--- src/hw/rtl/zsn_pkg.sv ---
// zsn_pkg: shared widths, constants and divider interface types for the
// z-score normaliser. Depends on nothing; used by zsn_div and the top level.

package zsn_pkg;

   localparam int DEPTH     = 64;
   localparam int FRAC_BITS = 16;

   localparam int SAMPLE_W = 32;
   localparam int ADDR_W   = $clog2(DEPTH);
   localparam int CNT_W    = $clog2(DEPTH + 1);
   localparam int SUM_W    = SAMPLE_W + ADDR_W;
   localparam int SQ_W     = 2 * SAMPLE_W;
   localparam int ACC_W    = SQ_W + ADDR_W;
   localparam int ZD_W     = SAMPLE_W + FRAC_BITS;
   localparam int DEN_W    = SAMPLE_W;

   localparam int DIV_W_A  = (ACC_W > SUM_W) ? ACC_W : SUM_W;
   localparam int DIV_W    = (DIV_W_A > ZD_W) ? DIV_W_A : ZD_W;
   localparam int STEP_W   = $clog2(DIV_W + 1);

   // dividend is left-aligned in DIV_W bits, steps = number of quotient bits
   typedef struct packed {
      logic              start;
      logic [DIV_W-1:0]  dividend;
      logic [DEN_W-1:0]  divisor;
      logic [STEP_W-1:0] steps;
   } div_req_type;

   typedef struct packed {
      logic             busy;
      logic             done;
      logic [DIV_W-1:0] quotient;
      logic             rem_nz;
   } div_rsp_type;

endpackage

--- src/hw/rtl/zsn_div.sv ---
// zsn_div: restoring divider, one quotient bit per cycle, shared by the mean,
// variance and z-score divisions. Depends on zsn_pkg.

module zsn_div
   import zsn_pkg::*;
(
   input  logic        clock,
   input  logic        reset,
   input  div_req_type div_req,
   output div_rsp_type div_rsp
);

   logic              busy_ff, busy_in;
   logic              done_ff, done_in;
   logic [STEP_W-1:0] cnt_ff, cnt_in;
   logic [DIV_W-1:0]  num_ff, num_in;
   logic [DEN_W-1:0]  rem_ff, rem_in;
   logic [DEN_W-1:0]  den_ff, den_in;

   logic [DEN_W:0]    trial;
   logic [DEN_W:0]    diff;
   logic              fits;

   // shift the next dividend bit into the partial remainder and try it
   assign trial = {rem_ff, num_ff[DIV_W-1]};
   assign fits  = trial >= {1'b0, den_ff};
   assign diff  = trial - {1'b0, den_ff};

   always_comb begin
      busy_in = busy_ff;
      done_in = 1'b0;
      cnt_in  = cnt_ff;
      num_in  = num_ff;
      rem_in  = rem_ff;
      den_in  = den_ff;
      if (div_req.start) begin
         busy_in = 1'b1;
         cnt_in  = div_req.steps;
         num_in  = div_req.dividend;
         rem_in  = '0;
         den_in  = div_req.divisor;
      end else if (busy_ff) begin
         num_in = {num_ff[DIV_W-2:0], fits};
         rem_in = fits ? diff[DEN_W-1:0] : trial[DEN_W-1:0];
         cnt_in = cnt_ff - STEP_W'(1);
         if (cnt_ff == STEP_W'(1)) begin
            busy_in = 1'b0;
            done_in = 1'b1;
         end
      end
   end

   always_ff @(posedge clock) begin
      if (reset) begin
         busy_ff <= 1'b0;
         done_ff <= 1'b0;
         cnt_ff  <= '0;
      end else begin
         busy_ff <= busy_in;
         done_ff <= done_in;
         cnt_ff  <= cnt_in;
      end
   end

   always_ff @(posedge clock) begin
      num_ff <= num_in;
      rem_ff <= rem_in;
      den_ff <= den_in;
   end

   assign div_rsp.busy     = busy_ff;
   assign div_rsp.done     = done_ff;
   assign div_rsp.quotient = num_ff;
   assign div_rsp.rem_nz   = |rem_ff;

endmodule

--- config.mk ---
export PLATFORM = sky130hd
export DESIGN_NAME = zsn_div
export DESIGN_NICKNAME = d
export VERILOG_FILES = /design/src/hw/rtl/zsn_pkg.sv /design/src/hw/rtl/zsn_div.sv
export SDC_FILE = /design/constraint.sdc
export NUM_CORES = 1
export LEC_CHECK = 0
export BUFFER_PORTS_ARGS = -buffer_cell sky130_fd_sc_hd__buf_2
export CAP_MARGIN = 20
export CORE_ASPECT_RATIO = 1.2
export CORE_MARGIN = 8
export CORE_UTILIZATION = 55
export DETAILED_ROUTE_END_ITERATION = 8
export MAX_ROUTING_LAYER = met4
export PLACE_DENSITY_LB_ADDON = 0.3
export SLEW_MARGIN = 20
export SYNTH_ARGS = -nofsm -noshare
export SYNTH_HDL_FRONTEND = slang
export SYNTH_SLANG_ARGS = --single-unit
--- constraint.sdc ---
create_clock -name clock -period 3.75 [get_ports clock]
set_input_delay 0.375 -clock clock [delete_from_list [all_inputs] [get_ports clock]]
set_output_delay 0.375 -clock clock [all_outputs]
set_load 0.01 [all_outputs]
Word-level counts from Yosys, hierarchy flattened
Index checks and enable logic that the tools add are counted.

storage, ports and cells
  register bits after elaboration = 143
  output and inout bits = 73

operators by class
  add/sub/neg operators = 2
  $lt $le $gt $ge = 1
  equal/unequal tests = 1
  mux-type cells = 9
  bitwise gates (word level) = 1
  reductions and logical operators = 3

operator list
  cell                                               number
  2-to-1 mux 70 bit                                  2
  >= comparator 33 x 32 -> 1 bit                     1
  2-to-1 mux 32 bit                                  1
  OR reduction 32 bit                                1
  subtractor 32 bit                                  1
  2-to-1 mux 7 bit                                   2
  == test 7 x 1 -> 1 bit (second input constant)     1
  subtractor 7 x 1 -> 7 bit (second input constant)  1
  2-to-1 mux 1 bit                                   4
  OR reduction 3 bit                                 1
  nonzero test 2 bit                                 1
  NOT 1 bit                                          1

Longest topological paths before layout
Gate-level depths: netlist of run 1.

  depth in word-level cells = 4
  gate-level depth with buffers = 13
  gate-level depth less buffers = 11

Worst setup path before layout of run 1
Ideal clock, no wire load.

  path kind = reg2reg
  from = register num_ff[69]
  to = register rem_ff[30]
  data arrival time = 2.617 ns
  data required time = 3.662 ns
  slack = 1.045 ns
  stages on the path, launching flop included = 12
  path buffers = 0
  period minus slack after synthesis = 2.705 ns
  path through = edfxtp_1 > inv_1 > ha_1 > fa_1 > and2b_1 > o2111ai_1 > a211oi_2 > o21ai_1 > o211ai_2 > nor4b_1 > o32ai_1 > a311oi_2

on the way
  cells in the longest elaborated chain, start to end = 2
  elaborated cells between the ends (all ways) = 3
  those cells by class = 1 x add/sub; 1 x order compare; 1 x mux

RTL lines
  item                                                                 line                          text
  start: declaration                                                   zsn_div.sv:16                 logic [DIV_W-1:0] num_ff, num_in;
  start signal: assignment                                             zsn_div.sv:66                 num_ff <= num_in;
  subtractor 32 bit or >= comparator 33 x 32 -> 1 bit (tied branches)  zsn_div.sv:27, zsn_div.sv:26
  2-to-1 mux 32 bit (*)                                                zsn_div.sv:44                 rem_in = fits ? diff[DEN_W-1:0] : trial[DEN_W-1:0];
  end signal: assignment                                               zsn_div.sv:67                 rem_ff <= rem_in;
  end: declaration                                                     zsn_div.sv:17                 logic [DEN_W-1:0] rem_ff, rem_in;

Mark *: on every way between the ends. The rest lies on a longest branch, timed or not.
A chain may end at the register's enable or synchronous reset.

Final worst setup path of run 1
Ends and elaborated chain as after synthesis.

==> flow_summary.toml, run 1 <==
[worst_setup_path]
path_delay_family = "compound AO/OA/AOI/OAI gates"
crit_chain = "inv_1, ha_1, fa_1, and2b_1, o2111ai_1, a211oi_2, o21ai_1, o211ai_2, nor4b_1, o32ai_1, a311oi_2"
endpoint_kind = "register"
max_stage_delay_ns = 0.38
cp.arrival_ns = 3.38
crit_buf_inv = 1
crit_type = "reg -> reg"
worstPathRequired_ns = 4.09
cp_slowest_cell = "fa_1"
cp_max_fo = 4
critPathLaunchType = "register"

[placement]
hpwl_um = 16100
place.gp.congestion = 0.903
dpl.cell_count = 1059
io_buffers = 184

[job]
cap_viol_max_count = 0

[final_layout]
areaGrowthSynthToFinish_pct = 20.4
fin_util_pct = 66.8
num-nets-final = 1050
drive_above_1_share_pct = 34.2
fin_cells = 1092

[clock_tree]
postCtsSetupBuffers = 0
clk_pin_slew_ns = 0.07
cts_htree_levels = 4
numCtsBuffers = 17
clock_path_buffers = 2
cts_resized = 0
clockRootBuffer = "clkbuf_16"
cts_tree = "yes"
postCtsHoldBufs = 0
clock_latency_ns = 0.43
clock-sinks = 143

[timing]
tightest_slew_ns = 0.873
final.setup_skew_ns = 0.00978
relSlewSlack_pct = 41.8
fin_crit_ns = 3.04
slew_viol_final = 0
max_freq_mhz = 329
finalHoldViolCount = 0
setup-violations-final = 0
finalCritPeriodShare_pct = 81.0
rsz0062_at_grt = "no"
fin_tns_setup_ns = 0

[global_route]
grt_overflow = 0
grt_max_degree = 71
grt_pass1_wl_um = 34200
grt_pass1_vias = 6757
track_usage_pct = 24.4
antenna_found_initial = 1

[synthesis]
ys.flop_type = "edfxtp_1"
ys_async_sr_fraction_pct = 0
ys_ff_latch = 143
synth_fp_nets = 879
yosysSeqAreaShare_pct = 49.2
synth.distinct_cells = 64
synth_top_area_share_pct = 38.8
synthesis.area_um2 = 7900
synth_most_common_cell = "edfxtp_1"
synth-edff-count = 102
ys_top_cells_by_count = "edfxtp_1, mux2_2, nor2_1"
synth_top_cell_by_area = "edfxtp_1"
yosysWarnings = 0
synthTopCellsByArea = "edfxtp_1, dfxtp_1, mux2_2"
syn_inst = 732
avgSynthCellArea_um2 = 10.8

[pwr]
p_seq_share_pct = 43.2
power_switching_mw = 1.35
p_per_area_nw_per_um2 = 477
p_int_mw = 3.19
ir_drop_mv = 0.330
switching_share_pct = 29.7
p_leak_nw = 3.99
pwr-share-comb_pct = 20.2
clock_power_share_pct = 36.6

[drt]
first_pass_iters = 7
wl_um = 22000
via_count = 6561
vias_per_cell = 6.01
drt_iter0_markers = 524
drc = 0
wire_per_inst_um = 20.1
ant_nets = 0

[floorplanning]
initial_utilization_pct = 55.5
die_h_um = 147
core-area_um2 = 14200
dieArea_um2 = 18500
io_pins = 185
die_x_um = 125
std_cell_rows = 48

[worst_hold_path]
min_path_type = "in -> reg"

[status]
status = "finished, final reports clean"
[final timing paths]
kind	startpoint	to	slack (ns)	cells past startpoint
max	num_ff[69]	rem_ff[30]	0.71	11
min	div_req[22]	den_ff[15]	0.12	1
max reg2reg	num_ff[69]	rem_ff[30]	0.71	11
min reg2reg	rem_ff[17]	rem_ff[17]	0.52	2
[metrics by stage]
step / setup slack (ns) / instance area (um2) / power, mW / hold WS (ns)
after floorplan: 1.04 / 7900 / 2.57 / 0.465
after global placement: 0.813 / 8920 / 2.87 / 0.509
after detailed placement: 0.784 / 8920 / 2.89 / 0.513
after CTS: 0.741 / 9500 / 4.55 / 0.102
after global routing: 0.520 / 9500 / 4.71 / 0.105
final: 0.714 / 9500 / 4.53 / 0.118
[layer usage]
metal  share of wire (%)  wire, um  track usage, %  up-vias
li1                    -         -               -     3087
met1                  41      9100            27.1     3128
met2                  48     10600            39.8      294
met3                 7.4      1630            7.43       52
met4                 2.8       616            10.8        0
met5                   0         0               -        -
[cell type report]
cell class	instances	area, um2
clock buffer	17	425
antenna	1	2.50
multi-input combinational	498	3640
clock inverter	15	149
tap	175	219
timing repair buffer	195	1010
sequential	143	3880
fill	1111	4730
inverter	48	180
[power groups by stage]
| stage | combinational [mW] | sequential (mW) | clock [mW] |
|---|---|---|---|
| 6_report | 0.917 | 1.96 | 1.66 |
| 5_1_grt | 0.999 | 1.97 | 1.74 |
| 4_1_cts | 0.908 | 1.96 | 1.69 |
| 3_5_place_dp | 0.901 | 1.99 | 0 |
| 3_3_place_gp | 0.889 | 1.98 | 0 |
| 2_1_floorplan | 0.562 | 2.01 | 0 |
[kinds of logic after synthesis]
kind of cell | after synthesis | synth area share [%]
buffers and inverters | 91 | 4.75
AOI/OAI and AO/OA | 163 | 14.3
adders and majority gates | 35 | 5.64
xor gates and xnor gates | 29 | 3.22
muxes | 72 | 10.2
DFF | 143 | 49.2
and+or+nand+nor | 199 | 12.6
[registers in the layout, summed over array words and instances (netlist names)]
| register | cells |
|---|---|
| cnt_ff | 7 |
| rem_ff | 32 |
| num_ff | 70 |
| done_ff | 1 |
| den_ff | 32 |
| busy_ff | 1 |
[layout by cell type, fill, tap and decap left out, types with 17 or more instances in the layout]
cell type,Yosys,routed
inv_1,48,47
dfxtp_1,41,41
clkbuf_16,0,17
xnor2_1,19,19
nand3_1,28,28
nand2_1,40,40
a21oi_1,40,40
mux2_2,70,70
edfxtp_1,102,102
buf_2,12,183
ha_1,34,34
o21ai_0,20,20
nor2_1,55,54
[worst reg2reg max path: stages, from the launching register on]
cell,delay (ns)
edfxtp_1,0.34
inv_1,0.05
ha_1,0.22
fa_1,0.38
and2b_1,0.24
o2111ai_1,0.17
a211oi_2,0.37
o21ai_1,0.24
o211ai_2,0.28
nor4b_1,0.28
o32ai_1,0.16
a311oi_2,0.24
Power figures use the tool's default switching activity.
==> inputs of run 2 (changes only) <==
Settings changed: CORE_UTILIZATION 55 to 49.
Clock period 3.75 ns to 2.7 ns, I/O delays scaled along.
==> run 2 against run 1 <==
Effect of this change:
- clock skew fell by 0.0023 ns
- cell area rose by 9.2%
- flip-flop and latch count did not move
- cell count rose by 9.8%
- non-clock buffer count rose by 68
- sequential share of layout area fell by 3.4 points
- total power rose by 45%
- critical path depth did not move
- utilization fell by 2.0 points
- the flow now finishes with violations (setup timing)
==> flow_summary.toml, run 2 (synthesis results as in run 1) <==
[worst_setup_path]
cp_slowest_cell = "edfxtp_1"
cp_common_cell = "o2111ai_2"
cp_max_fo = 3
r2r_cells = 11
max_stage_delay_ns = 0.42
crit_buf_inv = 1
critPathLaunchType = "register"
reg2reg_slack_ns = -0.03
timing.rr.end = "rem_ff[16]"
endpoint_kind = "register"
crit_chain = "ha_4, fa_2, and2b_1, o2111ai_2, a211oi_2, buf_4, o2111ai_2, a31oi_1, xor2_1, nor2_1, a2111oi_1"
reg2reg_from = "den_ff[0]"
worstPathRequired_ns = 3.01
cp.arrival_ns = 3.04
crit_type = "reg -> reg"
path_delay_family = "compound AO/OA/AOI/OAI gates"

[final_layout]
most-common-layout-cells = "buf_2, edfxtp_1, buf_4"
final_area_um2 = 10400
nFillCells = 1296
drive_above_1_share_pct = 42.1
fin_util_pct = 64.8
areaGrowthSynthToFinish_pct = 31.5
top_register = "num_ff"
reg_top3 = "num_ff: 70 flops, den_ff: 32 flops, rem_ff: 32 flops"
mostFrequentLayoutCell = "buf_2"
largest_register_ff_count = 70
num-nets-final = 1118

[clock_tree]
cts_htree_levels = 4
clock_latency_ns = 0.42
clock-sinks = 143
cts_tree = "yes"
clk_pin_slew_ns = 0.07
postCtsHoldBufs = 0
numCtsBuffers = 17
clock_path_buffers = 2
clockRootBuffer = "clkbuf_16"

[drt]
via_count = 6890
first_pass_iters = 6
wl_um = 23600
drc = 0
drt_iter0_markers = 623
vias_per_cell = 5.75
ant_nets = 0
wire_per_inst_um = 19.7

[floorplanning]
std_cell_rows = 51
die_x_um = 132
dieArea_um2 = 20400
die_h_um = 155
io_pins = 185
initial_utilization_pct = 49.3
core-area_um2 = 16000

[placement]
hpwl_um = 17300
dp_slack_ns = -0.0542
place.gp.congestion = 0.947
io_buffers = 184
dpl_cell_area_um2 = 9480

[global_route]
antenna_found_initial = 3
grt_overflow = 0
met1_usage_pct = 26.3
grt_pass1_wl_um = 35900
track_usage_pct = 22.9
met3_usage_pct = 6.90
busiest_layer = "met2"
use_met2_pct = 36.8
grt_pass1_vias = 6897
grt_max_degree = 72

[pwr]
ir_drop_mv = 0.462
p_leak_nw = 4.36
p_per_area_nw_per_um2 = 633

[timing]
setup_slack_ns = -0.0257
max_freq_mhz = 367
finalHoldViolCount = 0
tightest_slew_ns = 0.658
final.setup_skew_ns = 0.00744
relSlewSlack_pct = 56.2
slew_viol_final = 0
rsz0062_at_grt = "yes"
setup-violations-final = 1
finalCritPeriodShare_pct = 101
fin_crit_ns = 2.73

[worst_hold_path]
whs_path_depth = 1
holdPathEnd = "den_ff[22]"
min_path_type = "in -> reg"
min_from = "div_req[29]"

[job]
cap_viol_max_count = 0

[status]
violations = "setup timing"
status = "complete, but fails checks"
[run 2: worst max path at each step]
stage	start	cells past startpoint	slack, ns	end
2_1_floorplan	num_ff[69]	11	0.03	rem_ff[30]
3_5_place_dp	num_ff[69]	12	-0.05	rem_ff[16]
4_1_cts	num_ff[69]	12	-0.006	rem_ff[16]
6_report	den_ff[0]	11	-0.03	rem_ff[16]
5_1_grt	den_ff[0]	11	-0.10	rem_ff[16]
3_3_place_gp	num_ff[69]	12	-0.002	rem_ff[16]
[run 2: worst register-to-register path, cell delays in order (launching register included)]
cell	delay (ns)
edfxtp_1	0.42
ha_4	0.19
fa_2	0.33
and2b_1	0.24
o2111ai_2	0.15
a211oi_2	0.20
buf_4	0.16
o2111ai_2	0.14
a31oi_1	0.21
xor2_1	0.20
nor2_1	0.06
a2111oi_1	0.33
[run 2: area by class of cell]
type | instances | area, um2 | area share (%)
Tap cell | 212 | 265 | 2.56
Clock inverter | 15 | 165 | 1.59
Inverter | 48 | 180 | 1.74
Antenna cell | 3 | 7.51 | 0.0723
Timing Repair Buffer | 263 | 1590 | 15.3
Sequential cell | 143 | 3880 | 37.4
Clock buffer | 17 | 425 | 4.10
Multi-Input combinational cell | 498 | 3860 | 37.2
[run 2: stage by stage]
step	hold slack (ns)	total power [mW]	std cells	TNS, ns
floorplan	0.369	3.57	732	0
global placement	0.447	4.14	1158	-0.00154
detailed placement	0.448	4.15	1158	-0.121
CTS	0.000248	6.52	1192	-0.00594
global route	0.0000279	6.83	1199	-0.421
finish	0.0160	6.57	1199	-0.0257
[run 2: report_power, final]
group	internal [mW]	switching [mW]
registers	2.59	0.131
logic	0.694	0.809
clock network	1.25	1.10
total	4.53	2.04
[run 2: metal layers]
layer / vias up / share of wire (%) / routed length [um]
met5: - / 0 / 0
met4: 0 / 3.7 / 881
met3: 70 / 8.9 / 2110
met2: 404 / 47 / 11100
met1: 3178 / 40 / 9550
li1: 3238 / - / -
[run 2: timing repair]
action	in CTS	in global routing
pin swaps	5	20
setup endpoints to repair	6	30
gates cloned	0	1
gates resized for setup	4	46
buffers inserted	2	3
==> inputs of run 3 (changes only) <==
Settings changed: CORE_MARGIN 8 to 10, REMOVE_ABC_BUFFERS from default to 1.
==> run 3 against run 2 <==
Effect of this change:
- the flow still finishes with violations (setup timing)
- flip-flop and latch count did not move
- maximum frequency fell by 2.5%
- utilization barely moved
- combinational power barely moved
- setup slack got worse by 0.070 ns
- sequential power barely moved
==> flow_summary.toml, run 3 (synthesis results as in run 1) <==
[status]
status = "complete, but fails checks"
violations = "setup timing"

[timing]
relSlewSlack_pct = 38.2
finalHoldViolCount = 0
holdWs_ns = 0.0191
setup_slack_ns = -0.0956
finalCritPeriodShare_pct = 104
fin_tns_setup_ns = -0.166
fin_crit_ns = 2.80
setup-violations-final = 4
tightest_slew_ns = 0.928
rsz0062_at_grt = "yes"
max_freq_mhz = 358
slew_viol_final = 0
final.setup_skew_ns = 0.00717

[worst_hold_path]
whs_path_depth = 1
min_path_type = "in -> reg"
holdPathEnd = "den_ff[27]"
min_from = "div_req[34]"

[drt]
ant_nets = 0
drt_iter0_markers = 571
wl_um = 23700
drc = 0
via_count = 6857
vias_per_cell = 5.76
first_pass_iters = 7
wire_per_inst_um = 19.9

[final_layout]
num-nets-final = 1115
largest_register_ff_count = 70
most-common-layout-cells = "buf_2, edfxtp_1, buf_4"
final_area_um2 = 10200
fin_cells = 1190
drive_above_1_share_pct = 40.4
top_register = "num_ff"
areaGrowthSynthToFinish_pct = 28.8
mostFrequentLayoutCell = "buf_2"
reg_top3 = "num_ff: 70 flops, den_ff: 32 flops, rem_ff: 32 flops"

[worst_setup_path]
crit_buf_inv = 1
endpoint_kind = "register"
crit_chain = "ha_4, fa_2, and2b_1, o2111ai_2, a211oi_2, buf_4, o2111ai_4, a31oi_2, xor2_1, nor2_1, a2111oi_1"
cp_slowest_cell = "edfxtp_1"
timing.rr.end = "rem_ff[16]"
cp-startpoint = "den_ff[0]"
critPathLaunchType = "register"
cp_max_fo = 2
r2r_cells = 11
cp.arrival_ns = 3.10
reg2reg_from = "den_ff[0]"
worstPathRequired_ns = 3.01
path_delay_family = "compound AO/OA/AOI/OAI gates"
crit_type = "reg -> reg"
max_stage_delay_ns = 0.42
reg2reg_slack_ns = -0.1

[clock_tree]
clockRootBuffer = "clkbuf_16"
numCtsBuffers = 17
clk_pin_slew_ns = 0.07
clock_latency_ns = 0.42
clock_path_buffers = 2
clock-sinks = 143
cts_tree = "yes"
cts_htree_levels = 4

[placement]
place.gp.congestion = 0.970
io_buffers = 184
dpl_cell_area_um2 = 9430
dpl.cell_count = 1150
hpwl_um = 17600

[pwr]
p_leak_nw = 4.33
pwr-share-comb_pct = 22.7
p_int_mw = 4.48
p_seq_share_pct = 41.9
ir_drop_mv = 0.444
clock_power_share_pct = 35.4
power_switching_mw = 1.99
finalPower_mw = 6.47
p_per_area_nw_per_um2 = 636
switching_share_pct = 30.8

[floorplanning]
io_pins = 185
dieArea_um2 = 21600
die_h_um = 159
die_x_um = 136
std_cell_rows = 50
initial_utilization_pct = 50.3
core-area_um2 = 15700

[job]
cap_viol_max_count = 0

[global_route]
grt_pass1_wl_um = 36700
grt_pass1_vias = 7082
antenna_found_initial = 1
grt_overflow = 0
grt_max_degree = 87
track_usage_pct = 21.9
## run 3: changes by cell type in the layout (fill, tap and decap cells not counted), moves of 2 or more
cell / change
buf_6: -3
ha_4: -8
o21ai_2: -2
o21ai_0: +2
clkinv_8: -2
dlygate4sd3_1: +2
diode_2: -2
ha_1: +7
## run 3: area by class of cell
type                    count  area, um2
diodes                      1       2.50
clock buffers              17        425
clock inverters            15        144
fillers                  1266       5530
inverters                  48        180
multi-input cells         498       3750
flip-flops and latches    143       3880
well taps                 208        260
repair buffers            260       1520
## run 3: metal layers
| layer | wire length, um | GRT usage (%) | up-vias |
|---|---|---|---|
| met5 | 0 | - | - |
| met4 | 510 | 6.60 | 0 |
| met3 | 2210 | 7.69 | 42 |
| met2 | 11400 | 34.3 | 340 |
| met1 | 9500 | 25.8 | 3250 |
| li1 | - | - | 3225 |
## run 3: through the flow
stage / util (%) / worst slack [ns]
after floorplan: - / -0.647
after global placement: 60.0 / -0.0702
after detailed placement: 60.0 / -0.113
after CTS: 64.0 / -0.0266
after global routing: 64.8 / -0.197
final: 64.8 / -0.0956
## run 3: worst max-delay path by stage
stage	end	slack, ns	depth (start not counted)
global placement	rem_ff[30]	-0.07	11
detailed placement	rem_ff[30]	-0.11	11
CTS	rem_ff[16]	-0.03	12
global route	rem_ff[16]	-0.20	11
floorplan	num_ff[0]	-0.65	2
finish	rem_ff[16]	-0.1	11
## run 3: power by group through the flow
stage	logic, mW	registers, mW	clock network [mW]
finish	1.47	2.71	2.29
global route	1.60	2.74	2.41
CTS	1.43	2.71	2.32
detailed placement	1.41	2.75	0
global placement	1.39	2.75	0
floorplan	0.729	2.80	0
## run 3: what timing repair did
item | in CTS | in global routing
setup buffers | 2 | 3
endpoints found under the hold margin | 0 | 2
hold buffers | 0 | 2
cloned | 0 | 0
pin swaps | 5 | 4
resized for setup | 7 | 20
endpoints found under the setup margin | 7 | 31
## run 3: worst reg2reg max path: cells and delay by family, from the launching register on
| kind | cells | cell delay [ns] |
|---|---|---|
| adders and majority gates | 2 | 0.52 |
| xor gates and xnor gates | 1 | 0.16 |
| and+or+nand+nor | 2 | 0.28 |
| buffers and inverters | 1 | 0.18 |
| AOI/OAI and AO/OA | 5 | 1.13 |
| DFF | 1 | 0.42 |
